File: src/tdpa_pkg.sv
// Shared types and constants for the tree depth block (parent table walker).
// No dependencies; every other file imports this package.
package tdpa_pkg;

    // Table size and field widths
    localparam int MAX_CELLS = 1024;
    localparam int CELL_W    = $clog2(MAX_CELLS);
    localparam int CNT_W     = CELL_W + 1;
    localparam int ENTRY_W   = CELL_W + 1;

    // Configuration port
    localparam int ADDR_W    = 3;
    localparam int DATA_W    = 32;
    localparam logic [ADDR_W-1:0] ADDR_CELL_COUNT = 3'd0;

    // Request kinds
    typedef enum logic [1:0] {
        REQ_WRITE = 2'd0,
        REQ_CELL  = 2'd1,
        REQ_MAX   = 2'd2
    } req_t;

    // Result status codes
    typedef enum logic [1:0] {
        ST_OK    = 2'd0,
        ST_RANGE = 2'd1,
        ST_CYCLE = 2'd2
    } status_t;

    // Shared unit operations
    typedef enum logic {
        ALU_INC = 1'b0,
        ALU_DEC = 1'b1
    } alu_op_t;

    // Sequencer states
    typedef enum logic [3:0] {
        S_CLEAR,
        S_IDLE,
        S_RC_CLR,
        S_RC_RD,
        S_RC_CHK,
        S_RC_INC,
        S_RC_NEXT,
        S_WR_OLD,
        S_WR_DEC,
        S_WR_INC_RD,
        S_WR_INC,
        S_WALK,
        S_DONE
    } state_t;

    // One memory's access for a cycle
    typedef struct packed {
        logic [CELL_W-1:0]  rd_addr;
        logic               wr_en;
        logic [CELL_W-1:0]  wr_addr;
        logic [ENTRY_W-1:0] wr_data;
    } mem_req_t;

    // Shared unit request and response
    typedef struct packed {
        alu_op_t            op;
        logic [CNT_W-1:0]   operand;
        logic [CNT_W-1:0]   limit;
    } alu_req_t;

    typedef struct packed {
        logic [CNT_W-1:0]   result;
        logic               zero;
        logic               lt;
    } alu_rsp_t;

endpackage

File: src/tdpa_alu.sv
// Shared increment/decrement unit with limit compare, used by every sequence.
// Depends on tdpa_pkg for the request and response structs.
module tdpa_alu (
    input  tdpa_pkg::alu_req_t alu_req,
    output tdpa_pkg::alu_rsp_t alu_rsp
);
    import tdpa_pkg::*;

    logic [CNT_W-1:0] sum;

    // Step the operand by one
    always_comb begin
        unique case (alu_req.op)
            ALU_INC: sum = alu_req.operand + CNT_W'(1);
            ALU_DEC: sum = alu_req.operand - CNT_W'(1);
            default: sum = alu_req.operand;
        endcase
    end

    // Report result, zero operand and result below limit
    assign alu_rsp.result = sum;
    assign alu_rsp.zero   = (alu_req.operand == '0);
    assign alu_rsp.lt     = (sum < alu_req.limit);

endmodule

File: config.mk
export PLATFORM = sky130hd
export DESIGN_NAME = tdpa_alu
export DESIGN_NICKNAME = d
export VERILOG_FILES = /design/src/tdpa_pkg.sv /design/src/tdpa_alu.sv
export SDC_FILE = /design/constraint.sdc
export NUM_CORES = 1
export LEC_CHECK = 0
export BUFFER_PORTS_ARGS = -buffer_cell sky130_fd_sc_hd__buf_2
export CORE_MARGIN = 2
export CORE_UTILIZATION = 44
export DETAILED_ROUTE_END_ITERATION = 16
export PLACE_DENSITY = 0.8
export SLEW_MARGIN = 25
export SYNTH_ARGS = -nofsm -noshare
export SYNTH_HDL_FRONTEND = slang
export SYNTH_SLANG_ARGS = --single-unit
File: constraint.sdc
create_clock -name vclk -period 3.37
set_input_delay 0.674 -clock vclk [all_inputs]
set_output_delay 0.674 -clock vclk [all_outputs]
set_load 0.01 [all_outputs]
==> flow_summary.json, run 1 <==
{
  "grt_pass1_vias": 882,
  "routed_wl_um": 2130,
  "fin_crit_sh_pct": 110,
  "end_kind": "output pin",
  "synth_area_leaders": "ha_1 (35%), xnor2_1 (9.0%), inv_1 (7.2%)",
  "gp_congestion": 0.825,
  "internal_power_uw": 148,
  "multi_input_area_sq_um": 686,
  "ys_seq_area_share_pct": 0,
  "io_buffers": 36,
  "drc": 0,
  "drt_iter0_markers": 4,
  "die_w_um": 43.3,
  "synth_area_sq_um": 679,
  "power_uw": 286,
  "cp_slowest_cell": "fa_2",
  "die-area_sq_mm": 0.00187,
  "crit_type": "in2out",
  "fmax_ghz": 0.269,
  "rows": 14,
  "fillers": 109,
  "p_leak_nw": 0.637,
  "dr.pass1.iters": 4,
  "drive_above_1_share_pct": 50.7,
  "worstMarginPinSlew_ns": 0.301,
  "synth.avg_cell_area_sq_um": 7.90,
  "arrival_ns": 3.04,
  "ys_types": 24,
  "crit_chain": "buf_6, fa_2, a21o_1, a2111oi_4, o21bai_1, a21oi_2, xnor2_2, ha_1, a21o_1, a21oi_2, o21ai_1, a21oi_2, buf_2",
  "die_h_um": 43.3,
  "min_period_ns": 3.72,
  "hold_viol_final": 0,
  "violations": "setup timing",
  "viasPerCell": 5.25,
  "yosys.cell_count.top_type": "ha_1",
  "crit_top_cell": "a21oi_2",
  "hold_depth": 3,
  "track_usage_pct": 23.9,
  "antenna_found_initial": 0,
  "endpoint": "alu_rsp[0]",
  "grt_overflow": 0,
  "ant_nets": 0,
  "synth_top_area_share_pct": 35.0,
  "startpoint": "alu_req[11]",
  "grt_max_degree": 9,
  "seqPwrFrac_pct": 0,
  "setup_viol": 1,
  "holdWs_ns": 1.61,
  "p_switching_uw": 137,
  "p_sw_share_pct": 48.0,
  "critical_path.top_delay_family": "compound AO/OA/AOI/OAI gates",
  "start_kind": "input pin",
  "core-area_sq_mm": 0.00147,
  "yosys-top-cells-count": "ha_1 (19), inv_1 (13), a21oi_1 (9), xnor2_1 (7)",
  "path_max_fanout": 2,
  "p_comb_share_pct": 100.0,
  "slowest_delay_ns": 0.38,
  "syn_to_final_growth_pct": 66.9,
  "synthCells": 86,
  "ios": 36,
  "clockPowerShare_pct": 0,
  "rsz0062_at_grt": "yes",
  "grt_pass1_wl_um": 3530,
  "power.density_mw_per_mm2": 252,
  "synth_nets": 129,
  "cp_num_cells": 13,
  "required_ns": 2.70,
  "num_antenna_cells": 0,
  "worst_slew_margin_rel_pct": 79.7,
  "status": "finished with violations",
  "nClkBuffers": 0,
  "yosys_warnings": 0,
  "initial_core_util_pct": 46.2,
  "hold_class": "in2out",
  "hpwl_um": 1720,
  "wl_per_cell_um": 13.1,
  "fin_nets": 191,
  "vias": 850,
  "setup_slack_ns": -0.347,
  "cp_num_buf_inv": 2,
  "slew_violations": 0,
  "drv_cap": 0,
  "seq_cell_count": 0,
  "synth_largest_area_cell": "ha_1",
  "regArea_sq_um": 0,
  "vdd_drop_max_mv": 0.184
}
[layer usage]
layer,track usage (%),routed length (um),share of wire [%]
met4,3.03,42,2.0
met3,2.13,117,5.5
met2,51.3,1180,56
met1,24.2,785,37
met5,0,0,0
[power by group through the flow]
stage / logic (mW) / clock network [mW] / registers, mW
2_1_floorplan: 0.148 / 0 / 0
3_3_place_gp: 0.248 / 0 / 0
3_5_place_dp: 0.257 / 0 / 0
4_1_cts: 0.271 / 0 / 0
5_1_grt: 0.317 / 0 / 0
6_report: 0.286 / 0 / 0
[placed cells by master, fill, tap and decap left out]
cell type and n:
buf_2 33, buf_4 24, ha_1 18, inv_1 13, a21oi_2 6, xnor2_1 5, a21o_1 4, nand3_1 4
nand2_1 4, a21oi_1 4, xor2_1 3, nor4_1 3, buf_6 3, xnor2_2 2, and2_0 2, nor2_1 2
o21ai_0 2, o2111ai_2 1, and3_4 1, and3_1 1, a2111oi_4 1, o21bai_1 1, nor2b_1 1, a31oi_1 1
o211ai_2 1, a211o_1 1, a41oi_1 1, o2111ai_1 1, o21ai_1 1, fa_2 1, ha_4 1
[stage by stage]
stage          TNS, ns  utilization, %  instances  instance area (sq um)  worst slack (ns)
3_5_place_dp    -0.475            72.2        160                   1060            -0.475
5_1_grt         -0.497            77.0        162                   1130            -0.497
6_report        -0.347            77.0        162                   1130            -0.347
2_1_floorplan   -0.231               -         86                    697            -0.231
4_1_cts         -0.317            75.2        162                   1110            -0.317
3_3_place_gp    -0.402            72.2        160                   1060            -0.402
[what timing repair did]
item	4_1_cts	5_1_grt
setup endpoints to repair	1	1
buffers inserted	2	0
pin swaps	9	1
endpoints found under the hold margin	0	0
hold buffers	0	0
gates resized for setup	5	6
[cells by family (layout without fill, tap and decap cells)]
| family | after synthesis | after routing | synth area share (%) |
|---|---|---|---|
| xor gates and xnor gates | 10 | 10 | 12.9 |
| and+or+nand+nor | 18 | 18 | 14.4 |
| AOI/OAI and AO/OA | 25 | 25 | 27.6 |
| buffers and inverters | 13 | 73 | 7.18 |
| adders and majority gates | 20 | 20 | 37.9 |
[worst min-delay path by stage]
stage / from / to / slack [ns]
after CTS: alu_req[18] / alu_rsp[1] / 1.61
after global placement: alu_req[18] / alu_rsp[1] / 1.60
after global routing: alu_req[18] / alu_rsp[1] / 1.62
final: alu_req[18] / alu_rsp[1] / 1.61
after floorplan: alu_req[11] / alu_rsp[2] / 1.39
after detailed placement: alu_req[18] / alu_rsp[1] / 1.61
[final cells by class]
class              count  share of cell area (%)
inverters             13                    4.30
well taps             16                    1.77
multi-input cells     73                    60.5
repair buffers        60                    33.4
Note: power is estimated with default switching activity, not from simulation.
==> run 2: changes to the inputs <==
--- a/config.mk
+++ b/config.mk
@@ -10,6 +10,7 @@
 export CORE_UTILIZATION = 44
 export DETAILED_ROUTE_END_ITERATION = 16
 export PLACE_DENSITY = 0.8
+export RECOVER_POWER = 100
 export SLEW_MARGIN = 25
 export SYNTH_ARGS = -nofsm -noshare
 export SYNTH_HDL_FRONTEND = slang
==> run 2 against run 1 <==
  * The flow still finishes with violations (setup timing)
  * First-iteration DRC count unchanged
  * Global-route usage unchanged
  * Critical path depth unchanged
  * Flip-flop and latch count unchanged
  * Die area stayed put
  * Non-clock buffer count did not move
==> flow_summary.json, run 2 (synthesized netlist as in run 1, its figures left out) <==
{
  "initial_core_util_pct": 46.2,
  "syn_to_final_growth_pct": 65.6,
  "io_buffers": 36,
  "holdWs_ns": 1.60,
  "status": "finished with violations",
  "p_leak_nw": 0.616,
  "fin_area_sq_mm": 0.00112,
  "hpwl_um": 1720,
  "grt_pass1_vias": 882,
  "power.density_mw_per_mm2": 251,
  "ctsHoldBuffers": 0,
  "track_usage_pct": 23.9,
  "num_antenna_cells": 0,
  "rsz0062_at_grt": "yes",
  "grt_pass1_wl_um": 3530,
  "setup_slack_ns": -0.346,
  "required_ns": 2.70,
  "seq_cell_count": 0,
  "internal_power_uw": 145,
  "p_switching_uw": 138,
  "hold_viol_final": 0,
  "drc": 0,
  "arrival_ns": 3.04,
  "worstMarginPinSlew_ns": 0.301,
  "rows": 14,
  "die-area_sq_mm": 0.00187,
  "setup_viol": 1,
  "hold_depth": 3,
  "ios": 36,
  "nClkBuffers": 0,
  "core-area_sq_mm": 0.00147,
  "clockPowerShare_pct": 0,
  "worst_slew_margin_rel_pct": 79.7,
  "crit_type": "in2out",
  "antenna_found_initial": 0,
  "fillers": 113,
  "regArea_sq_um": 0,
  "gp_congestion": 0.825,
  "path_max_fanout": 2,
  "vdd_drop_max_mv": 0.184,
  "fmax_ghz": 0.269,
  "p_sw_share_pct": 48.7,
  "violations": "setup timing",
  "vias": 847,
  "drt_iter0_markers": 4,
  "die_h_um": 43.3,
  "seqPwrFrac_pct": 0,
  "slew_violations": 0,
  "grt_overflow": 0,
  "start_kind": "input pin",
  "drive_above_1_share_pct": 45.9,
  "p_comb_share_pct": 100.0,
  "grt_max_degree": 9,
  "power_uw": 283,
  "fin_nets": 191,
  "layout_common_cells": "buf_2 (26), buf_4 (24), ha_1 (18)",
  "die_w_um": 43.3,
  "ant_nets": 0,
  "wl_per_cell_um": 13.1,
  "tns_ns": -0.346,
  "dr.pass1.iters": 4,
  "drv_cap": 0,
  "hold_class": "in2out",
  "final_common_cell": "buf_2",
  "place_area_sq_mm": 0.00106,
  "end_kind": "output pin",
  "routed_wl_um": 2130,
  "viasPerCell": 5.23,
  "fin_crit_sh_pct": 110,
  "min_period_ns": 3.72
}
run 2: final timing paths:
check         from    endpoint  slack [ns]
max    alu_req[11]  alu_rsp[0]       -0.35
min    alu_req[18]  alu_rsp[1]        1.60
run 2: per-stage QoR:
step / std cells / util (%) / setup WS (ns)
after floorplan: 86 / - / -0.231
after global placement: 160 / 72.2 / -0.402
after detailed placement: 160 / 72.2 / -0.475
after CTS: 162 / 75.2 / -0.317
after global routing: 162 / 76.4 / -0.497
final: 162 / 76.4 / -0.346
run 2: area by class of cell:
cell class                 count  area [sq um]  area share [%]
timing repair buffer          60           370            32.9
tap                           16          20.0            1.78
multi-input combinational     73           686            61.0
inverter                      13          48.8            4.34
run 2: repair_timing:
item | in CTS | in global routing
pin swaps | 9 | 1
setup buffers | 2 | 0
gates resized for setup | 5 | 6
setup endpoints to repair | 1 | 1
run 2: critical path, stage by stage:
cell and delay, ns:
buf_6 0.10, fa_2 0.38, a21o_1 0.21, a2111oi_4 0.34
o21bai_1 0.12, a21oi_2 0.19, xnor2_2 0.14, ha_1 0.29
a21o_1 0.18, a21oi_2 0.10, o21ai_1 0.08, a21oi_2 0.11
buf_2 0.14
run 2: layer usage:
metal  vias to the layer above  track usage (%)  part of all wire, %
met5                         -                0                    0
met4                         0             3.03                  2.0
met3                         4             2.13                  5.5
met2                        38             51.3                   55
met1                       368             24.2                   37
li1                        437                -                    -
run 2: power groups by stage:
stage | Combinational, mW | Clock (mW) | Sequential, mW
3_3_place_gp | 0.248 | 0 | 0
6_report | 0.283 | 0 | 0
2_1_floorplan | 0.148 | 0 | 0
3_5_place_dp | 0.257 | 0 | 0
5_1_grt | 0.314 | 0 | 0
4_1_cts | 0.271 | 0 | 0
