### config.mk
export PLATFORM = sky130hd
export DESIGN_NAME = tdpa_ctrl
export DESIGN_NICKNAME = d
export VERILOG_FILES = /design/src/tdpa_pkg.sv /design/src/tdpa_ctrl.sv
export SDC_FILE = /design/constraint.sdc
export NUM_CORES = 1
export LEC_CHECK = 0
export BUFFER_PORTS_ARGS = -buffer_cell sky130_fd_sc_hd__buf_4
export CAP_MARGIN = 40
export CORE_MARGIN = 4
export CORE_UTILIZATION = 25
export DETAILED_ROUTE_END_ITERATION = 16
export PLACE_DENSITY = 0.4
export SLEW_MARGIN = 30
export SYNTH_ARGS = -nofsm -noshare
export SYNTH_HDL_FRONTEND = slang
export SYNTH_SLANG_ARGS = --single-unit
### constraint.sdc
create_clock -name aclk -period 5.3 [get_ports aclk]
set_input_delay 1.06 -clock aclk [delete_from_list [all_inputs] [get_ports aclk]]
set_output_delay 1.06 -clock aclk [all_outputs]
set_load 0.005 [all_outputs]
### src/tdpa_pkg.sv
// Shared types and constants for the tree depth block (parent table walker).
// No dependencies; every other file imports this package.
package tdpa_pkg;

    // Table size and field widths
    localparam int MAX_CELLS = 1024;
    localparam int CELL_W    = $clog2(MAX_CELLS);
    localparam int CNT_W     = CELL_W + 1;
    localparam int ENTRY_W   = CELL_W + 1;

    // Configuration port
    localparam int ADDR_W    = 3;
    localparam int DATA_W    = 32;
    localparam logic [ADDR_W-1:0] ADDR_CELL_COUNT = 3'd0;

    // Request kinds
    typedef enum logic [1:0] {
        REQ_WRITE = 2'd0,
        REQ_CELL  = 2'd1,
        REQ_MAX   = 2'd2
    } req_t;

    // Result status codes
    typedef enum logic [1:0] {
        ST_OK    = 2'd0,
        ST_RANGE = 2'd1,
        ST_CYCLE = 2'd2
    } status_t;

    // Shared unit operations
    typedef enum logic {
        ALU_INC = 1'b0,
        ALU_DEC = 1'b1
    } alu_op_t;

    // Sequencer states
    typedef enum logic [3:0] {
        S_CLEAR,
        S_IDLE,
        S_RC_CLR,
        S_RC_RD,
        S_RC_CHK,
        S_RC_INC,
        S_RC_NEXT,
        S_WR_OLD,
        S_WR_DEC,
        S_WR_INC_RD,
        S_WR_INC,
        S_WALK,
        S_DONE
    } state_t;

    // One memory's access for a cycle
    typedef struct packed {
        logic [CELL_W-1:0]  rd_addr;
        logic               wr_en;
        logic [CELL_W-1:0]  wr_addr;
        logic [ENTRY_W-1:0] wr_data;
    } mem_req_t;

    // Shared unit request and response
    typedef struct packed {
        alu_op_t            op;
        logic [CNT_W-1:0]   operand;
        logic [CNT_W-1:0]   limit;
    } alu_req_t;

    typedef struct packed {
        logic [CNT_W-1:0]   result;
        logic               zero;
        logic               lt;
    } alu_rsp_t;

endpackage

### src/tdpa_ctrl.sv
// Sequencer: clear pass, child recount, entry writes, parent walks, result register.
// Depends on tdpa_pkg; drives tdpa_store and tdpa_alu through structs.
module tdpa_ctrl (
    input  logic                          aclk,
    input  logic                          aresetn,
    input  logic [tdpa_pkg::CNT_W-1:0]    n,
    input  logic                          cfg_wr,
    input  logic                          s_valid,
    output logic                          s_ready,
    input  logic [1:0]                    s_req_type,
    input  logic [tdpa_pkg::CELL_W-1:0]   s_cell_index,
    input  logic                          s_has_parent,
    input  logic [tdpa_pkg::CELL_W-1:0]   s_parent_index,
    output logic                          m_valid,
    input  logic                          m_ready,
    output logic [tdpa_pkg::CELL_W-1:0]   m_depth,
    output logic                          m_is_leaf,
    output logic [tdpa_pkg::CELL_W-1:0]   m_max_depth,
    output logic [1:0]                    m_status,
    output tdpa_pkg::mem_req_t            p_req,
    output tdpa_pkg::mem_req_t            c_req,
    input  logic [tdpa_pkg::ENTRY_W-1:0]  p_rd_data,
    input  logic [tdpa_pkg::ENTRY_W-1:0]  c_rd_data,
    output tdpa_pkg::alu_req_t            alu_req,
    input  tdpa_pkg::alu_rsp_t            alu_rsp
);
    import tdpa_pkg::*;

    state_t              state_reg, state_next;
    logic [CELL_W-1:0]   idx_reg, idx_next;
    logic [CELL_W-1:0]   cell_reg, cell_next;
    logic [CELL_W-1:0]   par_reg, par_next;
    logic                hasp_reg, hasp_next;
    logic [CELL_W-1:0]   op_reg, op_next;
    logic [CNT_W-1:0]    d_reg, d_next;
    logic [CELL_W-1:0]   maxd_reg, maxd_next;
    logic                max_mode_reg, max_mode_next;

    logic [CELL_W-1:0]   res_depth_reg, res_depth_next;
    logic                res_leaf_reg, res_leaf_next;
    logic [CELL_W-1:0]   res_maxd_reg, res_maxd_next;
    status_t             res_status_reg, res_status_next;

    logic                m_valid_reg, m_valid_next;
    logic [CELL_W-1:0]   m_depth_reg, m_depth_next;
    logic                m_is_leaf_reg, m_is_leaf_next;
    logic [CELL_W-1:0]   m_max_depth_reg, m_max_depth_next;
    status_t             m_status_reg, m_status_next;

    logic                s_fire;
    logic                n_zero;
    logic                in_cell_ok;
    logic                in_par_ok;
    logic                e_hasp;
    logic [CELL_W-1:0]   e_par;
    logic                e_par_ok;
    logic                out_free;
    logic [CELL_W-1:0]   new_max;

    // Decode conditions shared by both control blocks
    assign s_ready    = (state_reg == S_IDLE) && !cfg_wr;
    assign s_fire     = s_valid && s_ready;
    assign n_zero     = (n == '0);
    assign in_cell_ok = ({1'b0, s_cell_index} < n);
    assign in_par_ok  = ({1'b0, s_parent_index} < n);
    assign e_hasp     = p_rd_data[ENTRY_W-1];
    assign e_par      = p_rd_data[CELL_W-1:0];
    assign e_par_ok   = ({1'b0, e_par} < n);
    assign out_free   = !m_valid_reg || m_ready;
    assign new_max    = (d_reg[CELL_W-1:0] > maxd_reg) ? d_reg[CELL_W-1:0] : maxd_reg;

    // Next state
    always_comb begin
        state_next = state_reg;
        unique case (state_reg)
            S_CLEAR: begin
                if (!alu_rsp.lt) state_next = S_IDLE;
            end
            S_IDLE: begin
                if (s_valid) begin
                    unique case (s_req_type)
                        REQ_WRITE: state_next = (in_cell_ok && (!s_has_parent || in_par_ok))
                                                ? S_WR_OLD : S_DONE;
                        REQ_CELL:  state_next = in_cell_ok ? S_WALK : S_DONE;
                        REQ_MAX:   state_next = n_zero ? S_DONE : S_WALK;
                        default:   state_next = S_DONE;
                    endcase
                end
            end
            S_RC_CLR: begin
                if (n_zero) state_next = S_IDLE;
                else if (!alu_rsp.lt) state_next = S_RC_RD;
            end
            S_RC_RD:     state_next = S_RC_CHK;
            S_RC_CHK:    state_next = (e_hasp && e_par_ok) ? S_RC_INC : S_RC_NEXT;
            S_RC_INC:    state_next = S_RC_NEXT;
            S_RC_NEXT:   state_next = alu_rsp.lt ? S_RC_RD : S_IDLE;
            S_WR_OLD: begin
                if (e_hasp && e_par_ok) state_next = S_WR_DEC;
                else state_next = hasp_reg ? S_WR_INC_RD : S_DONE;
            end
            S_WR_DEC:    state_next = hasp_reg ? S_WR_INC_RD : S_DONE;
            S_WR_INC_RD: state_next = S_WR_INC;
            S_WR_INC:    state_next = S_DONE;
            S_WALK: begin
                if (!e_hasp) begin
                    if (!max_mode_reg || !alu_rsp.lt) state_next = S_DONE;
                end else if (!e_par_ok || !alu_rsp.lt) begin
                    state_next = S_DONE;
                end
            end
            S_DONE: begin
                if (out_free) state_next = S_IDLE;
            end
            default:     state_next = S_IDLE;
        endcase
        // A cell count write restarts the child recount
        if (cfg_wr && state_reg != S_CLEAR) state_next = S_RC_CLR;
    end

    // Datapath control, memory accesses and result capture
    always_comb begin
        p_req = '{rd_addr: cell_reg, wr_en: 1'b0, wr_addr: cell_reg, wr_data: '0};
        c_req = '{rd_addr: cell_reg, wr_en: 1'b0, wr_addr: idx_reg, wr_data: '0};
        alu_req = '{op: ALU_INC, operand: {1'b0, idx_reg}, limit: n};

        idx_next      = idx_reg;
        cell_next     = cell_reg;
        par_next      = par_reg;
        hasp_next     = hasp_reg;
        op_next       = op_reg;
        d_next        = d_reg;
        maxd_next     = maxd_reg;
        max_mode_next = max_mode_reg;

        res_depth_next  = res_depth_reg;
        res_leaf_next   = res_leaf_reg;
        res_maxd_next   = res_maxd_reg;
        res_status_next = res_status_reg;

        m_valid_next     = m_valid_reg && !m_ready;
        m_depth_next     = m_depth_reg;
        m_is_leaf_next   = m_is_leaf_reg;
        m_max_depth_next = m_max_depth_reg;
        m_status_next    = m_status_reg;

        unique case (state_reg)
            S_CLEAR: begin
                // Sweep both tables to zero after reset
                p_req.wr_en   = 1'b1;
                p_req.wr_addr = idx_reg;
                c_req.wr_en   = 1'b1;
                c_req.wr_addr = idx_reg;
                alu_req.limit = CNT_W'(MAX_CELLS);
                idx_next      = alu_rsp.result[CELL_W-1:0];
            end
            S_IDLE: begin
                p_req.rd_addr = s_cell_index;
                c_req.rd_addr = s_cell_index;
                if (s_req_type == REQ_MAX) p_req.rd_addr = '0;
                if (s_fire) begin
                    cell_next       = s_cell_index;
                    par_next        = s_parent_index;
                    hasp_next       = s_has_parent;
                    d_next          = '0;
                    maxd_next       = '0;
                    idx_next        = '0;
                    max_mode_next   = (s_req_type == REQ_MAX);
                    res_depth_next  = '0;
                    res_leaf_next   = 1'b0;
                    res_maxd_next   = '0;
                    res_status_next = ST_OK;
                    unique case (s_req_type)
                        REQ_WRITE: begin
                            if (!in_cell_ok || (s_has_parent && !in_par_ok))
                                res_status_next = ST_RANGE;
                        end
                        REQ_CELL: begin
                            if (!in_cell_ok) res_status_next = ST_RANGE;
                        end
                        REQ_MAX:  res_status_next = ST_OK;
                        default:  res_status_next = ST_RANGE;
                    endcase
                end
            end
            S_RC_CLR: begin
                // Zero the counts of the cells in use
                if (!n_zero) begin
                    c_req.wr_en   = 1'b1;
                    c_req.wr_addr = idx_reg;
                    idx_next      = alu_rsp.lt ? alu_rsp.result[CELL_W-1:0] : '0;
                end
            end
            S_RC_RD: begin
                p_req.rd_addr = idx_reg;
            end
            S_RC_CHK: begin
                c_req.rd_addr = e_par;
                op_next       = e_par;
            end
            S_RC_INC: begin
                alu_req.operand = c_rd_data;
                c_req.wr_en     = 1'b1;
                c_req.wr_addr   = op_reg;
                c_req.wr_data   = alu_rsp.result;
            end
            S_RC_NEXT: begin
                idx_next = alu_rsp.lt ? alu_rsp.result[CELL_W-1:0] : '0;
            end
            S_WR_OLD: begin
                // Store the new entry, fetch the old parent's count
                p_req.wr_en   = 1'b1;
                p_req.wr_addr = cell_reg;
                p_req.wr_data = hasp_reg ? {1'b1, par_reg} : '0;
                c_req.rd_addr = e_par;
                op_next       = e_par;
            end
            S_WR_DEC: begin
                alu_req.op      = ALU_DEC;
                alu_req.operand = c_rd_data;
                c_req.wr_en     = !alu_rsp.zero;
                c_req.wr_addr   = op_reg;
                c_req.wr_data   = alu_rsp.result;
            end
            S_WR_INC_RD: begin
                c_req.rd_addr = par_reg;
            end
            S_WR_INC: begin
                alu_req.operand = c_rd_data;
                c_req.wr_en     = 1'b1;
                c_req.wr_addr   = par_reg;
                c_req.wr_data   = alu_rsp.result;
            end
            S_WALK: begin
                if (!e_hasp) begin
                    // Reached a root
                    if (max_mode_reg) begin
                        if (alu_rsp.lt) begin
                            maxd_next     = new_max;
                            idx_next      = alu_rsp.result[CELL_W-1:0];
                            d_next        = '0;
                            p_req.rd_addr = alu_rsp.result[CELL_W-1:0];
                        end else begin
                            res_maxd_next = new_max;
                        end
                    end else begin
                        res_depth_next = d_reg[CELL_W-1:0];
                        res_leaf_next  = (c_rd_data == '0);
                    end
                end else if (!e_par_ok) begin
                    res_status_next = ST_RANGE;
                end else begin
                    // Climb one level
                    alu_req.operand = d_reg;
                    if (alu_rsp.lt) begin
                        d_next        = alu_rsp.result;
                        p_req.rd_addr = e_par;
                    end else begin
                        res_status_next = ST_CYCLE;
                    end
                end
            end
            S_DONE: begin
                if (out_free) begin
                    m_valid_next     = 1'b1;
                    m_depth_next     = res_depth_reg;
                    m_is_leaf_next   = res_leaf_reg;
                    m_max_depth_next = res_maxd_reg;
                    m_status_next    = res_status_reg;
                end
            end
            default: ;
        endcase

        if (cfg_wr && state_reg != S_CLEAR) idx_next = '0;
    end

    // Control registers
    always_ff @(posedge aclk) begin
        if (!aresetn) begin
            state_reg   <= S_CLEAR;
            idx_reg     <= '0;
            m_valid_reg <= 1'b0;
        end else begin
            state_reg   <= state_next;
            idx_reg     <= idx_next;
            m_valid_reg <= m_valid_next;
        end
    end

    // Payload registers
    always_ff @(posedge aclk) begin
        cell_reg        <= cell_next;
        par_reg         <= par_next;
        hasp_reg        <= hasp_next;
        op_reg          <= op_next;
        d_reg           <= d_next;
        maxd_reg        <= maxd_next;
        max_mode_reg    <= max_mode_next;
        res_depth_reg   <= res_depth_next;
        res_leaf_reg    <= res_leaf_next;
        res_maxd_reg    <= res_maxd_next;
        res_status_reg  <= res_status_next;
        m_depth_reg     <= m_depth_next;
        m_is_leaf_reg   <= m_is_leaf_next;
        m_max_depth_reg <= m_max_depth_next;
        m_status_reg    <= m_status_next;
    end

    assign m_valid     = m_valid_reg;
    assign m_depth     = m_depth_reg;
    assign m_is_leaf   = m_is_leaf_reg;
    assign m_max_depth = m_max_depth_reg;
    assign m_status    = m_status_reg;

    // Walks and idle cycles leave both tables untouched
    a_no_write_in_walk: assert property (@(posedge aclk) disable iff (!aresetn)
        (state_reg == S_WALK || state_reg == S_IDLE) |-> (!p_req.wr_en && !c_req.wr_en))
        else $error("table written during walk or idle");

    // The level count stays below the cells in use
    a_depth_bound: assert property (@(posedge aclk) disable iff (!aresetn)
        (state_reg == S_WALK) |-> (d_reg < n))
        else $error("walk depth reached cell count");

    // A failed request reports zero fields
    a_error_zero: assert property (@(posedge aclk) disable iff (!aresetn)
        (m_valid_reg && m_status_reg != ST_OK)
        |-> (m_depth_reg == '0 && m_max_depth_reg == '0 && !m_is_leaf_reg))
        else $error("error result carries nonzero fields");

    // A finished result waits while the output beat is stalled
    a_done_hold: assert property (@(posedge aclk) disable iff (!aresetn)
        (state_reg == S_DONE && m_valid_reg && !m_ready && !cfg_wr) |=> (state_reg == S_DONE))
        else $error("result left while output stalled");

endmodule

==> reports/qor.txt <==
Die X - 172.7 µm
Crit-path cells - buf_4 > inv_1 > ha_1 > a21o_1 > a21oi_1 > o31ai_1 > o21ai_2 > nor2b_1 > nor2_2 > a21o_1 > buf_4
CP top delay family - compound AO/OA/AOI/OAI gates
Largest net degree at the start of global routing - 35
Post-Syn Instances - 680
TritonRoute pass-1 iters - 7
Leak - 4.178 nW
Detailed Place HPWL - 22010 µm
Number of global-route vias before repair - 6711
Netlist cell types - 66
Routed vias - 6432
Total core area - 26800 µm²
Detailed Route Iter0 Violations - 582
Final Setup Violations - 0
Crit path launch type - primary input
Largest stage delay on the critical path - 0.53 ns
Most frequent cells in the layout - 203 x buf_4, 115 x nand2_1, 99 x edfxtp_1
Setup TNS Final - 0 ns
Share of Yosys cell area claimed by the top area cell type - 43.83%
DRC - 0
WS Path Type - primary input to output port
Post-synthesis compound-gate area fraction - 18.93%
RD Place Congestion - 0.8447
Fin crit period - 4.724 ns
Synth Area in XOR/XNOR - 0.1291%
CP endpoint kind - output port
Synth top area cells - edfxtp_1 44%, ha_1 7.6%, nand2_1 6.4%
ANT cells - 0
Max-slew headroom - 38.96%
Syn_nets - 795
Root buf cell - clkbuf_16
I/O Buffers - 185
Tot Pwr - 0.003822 W
Hold path depth - 0
Total grt overflow - 0
Setup WS post-layout - 0.5756 ns
Synth Area in Simple Gates - 18.37%
Largest register FFs - 11
Drt via density - 5.255
Yosys Warn Count - 0
Tcrit/Tclk final - 89.14%
Worst reg-to-reg setup slack - 2.34 ns
Adder-Cell Fraction of Synth Area - 7.563%
Reg-to-Reg Start - state_reg[2]
First-pass GRT wire length - 42940 µm
Highest Clock Rate - 211.7 MHz
Drt wl/cell - 23.38 µm
Synth async-reset ratio - 0%
H-Tree Depth - 4
Post-CTS setup buffer count - 0
Cell row count - 60
Largest family of logic cells by synthesized area - compound AO/OA/AOI/OAI gates
Seq/Total Area, Yosys - 48.26%
Final WL - 28610 µm
IO Count - 186
Dpl ws - 0.5995 ns
Net count, final - 985
WHS Endpoint - m_max_depth[5]
CTS tree - built
Clk buf depth - 2
Netlist Area Pre-Place - 6783 µm²
R2R cell count - 7
WP data required - 4.24 ns
Worst VDD drop - 0.2273 mV
Commonest non-fill, non-tap cell in the layout - buf_4
Outcome - finished, final reports clean
Hold Path Class - register to register
Die span in y - 172.7 µm
Reg2reg end - state_reg[3]
Number of flops mapped to enable cells by yosys - 99
Worst skew pair latency - 0.43 ns
Synthesized flop and latch total - 114
Pint - 0.002408 W
Clk_skew - 0.02317 ns
CP max FO - 10
Max-cap viol count - 0
Clk slew on worst S/H paths - 0.06 ns
Full die area - 29830 µm²
Post-CTS sizing - 0
Comb pwr share - 37.6%
Post-synthesis mux area share - 1.623%
Fin. max-slew vios - 0
Area delta synth->final - 35.90%
Worst-margin pin slew - 0.8925 ns
Syn_area_per_cell - 9.975 µm²
Initial antenna violation count - 0
Clk pwr share - 31.1%
Tot GR Track Use - 18.69%
Clk sink count - 114
Post-Route Utilization - 34.39%
Area leader, netlist - edfxtp_1
Number of antenna-violating nets in the routed design - 0
Net Sw Frac - 37.00%
Clock buffer count from CTS - 17
CP Data Arrival Time - 3.66 ns
Hold Fails Final Rpt - 0
Synth Flop Type - edfxtp_1
Share of layout cells above drive strength 1 - 28.99%
Number of buffers and inverters on the critical path - 3
Slowest-stage cell, CP - nor2b_1
Power per cell area - 414.7 nW/µm²
Switching power total - 0.001414 W
RSZ-0062 raised after global routing - no
Sequential Power Share - 31.3%
# hold bufs at CTS - 0
Hold Startpoint - res_maxd_reg[5]
Initial Utilization - 25.31%
## kinds of logic after synthesis
| kind of cell | count (synthesis) |
|---|---|
| multiplexers | 11 |
| flip-flops | 114 |
| adder cells (fa/ha/maj) | 41 |
| AO/OA/AOI/OAI | 169 |
| AND/OR/NAND/NOR | 259 |
| XOR/XNOR | 1 |
| buffers and inverters | 85 |
## per-layer routing
layer / share of wire, % / track usage (%) / routed length [µm]
met1: 44 / 24.62 / 12460
met3: 7.5 / 4.394 / 2158
met2: 48 / 31.23 / 13600
met5: 0 / 0 / 0
met4: 1.4 / 4.589 / 392
## final cells by class
| cell class | instances | area, µm² |
|---|---|---|
| Fill cell | 2745 | 17580 |
| Sequential cell | 114 | 3273 |
| Multi-Input combinational cell | 481 | 3183 |
| Timing Repair Buffer | 206 | 1550 |
| Tap cell | 341 | 426.7 |
| Clock buffer | 17 | 425.4 |
| Inverter | 50 | 187.7 |
| Clock inverter | 15 | 171.4 |
## Yosys cell counts (3+ instances only)
cell	count
a2111oi_0	4
a211oi_1	5
a21o_1	20
a21oi_1	28
a221o_1	20
a222oi_1	20
a22o_1	11
a31oi_1	5
and2_1	24
and3_1	16
buf_2	7
clkbuf_1	22
dfxtp_1	15
edfxtp_1	99
ha_1	41
inv_1	50
mux2i_1	11
nand2_1	115
nand2b_1	7
nand3_1	22
nand4_1	5
nor2_1	32
nor2_2	3
nor2b_1	7
nor3_1	8
nor4_1	9
o21a_1	4
o21ai_0	21
o21ai_1	3
o22ai_1	3
## worst reg2reg max path: stages, from the launching register on
cell and delay [ns]:
dfxtp_1 0.84, nor2_1 0.19, nand2_1 0.63, o21ai_1 0.18
a41o_1 0.28, a211oi_4 0.44, o311ai_1 0.18, a21boi_1 0.18
## through the flow
step	area [µm²]	hold slack, ns	cells
3_3_place_gp	8579	0.4026	1188
5_1_grt	9218	0.4209	1224
2_1_floorplan	6783	0.4003	680
6_report	9218	0.4176	1224
4_1_cts	9191	0.4188	1221
3_5_place_dp	8594	0.4045	1189
## power groups by stage
stage | sequential [W] | clock (W) | combinational [W]
finish | 0.00120 | 0.00119 | 0.00144
detailed placement | 0.00122 | 0 | 0.00142
global placement | 0.00123 | 0 | 0.00142
floorplan | 0.00112 | 0 | 0.000733
CTS | 0.00120 | 0.00121 | 0.00143
global route | 0.00121 | 0.00126 | 0.00157
## how the worst max path moves through the flow
stage | start | end | slack (ns) | depth (start not counted)
4_1_cts | n[2] | alu_req[16] | 0.60 | 11
6_report | n[8] | alu_req[12] | 0.58 | 11
2_1_floorplan | n[8] | alu_req[12] | 1.47 | 10
5_1_grt | n[8] | alu_req[13] | 0.46 | 11
3_3_place_gp | n[2] | p_req[30] | 0.65 | 11
3_5_place_dp | n[2] | alu_req[16] | 0.60 | 11
Power figures use the tool's default switching activity.
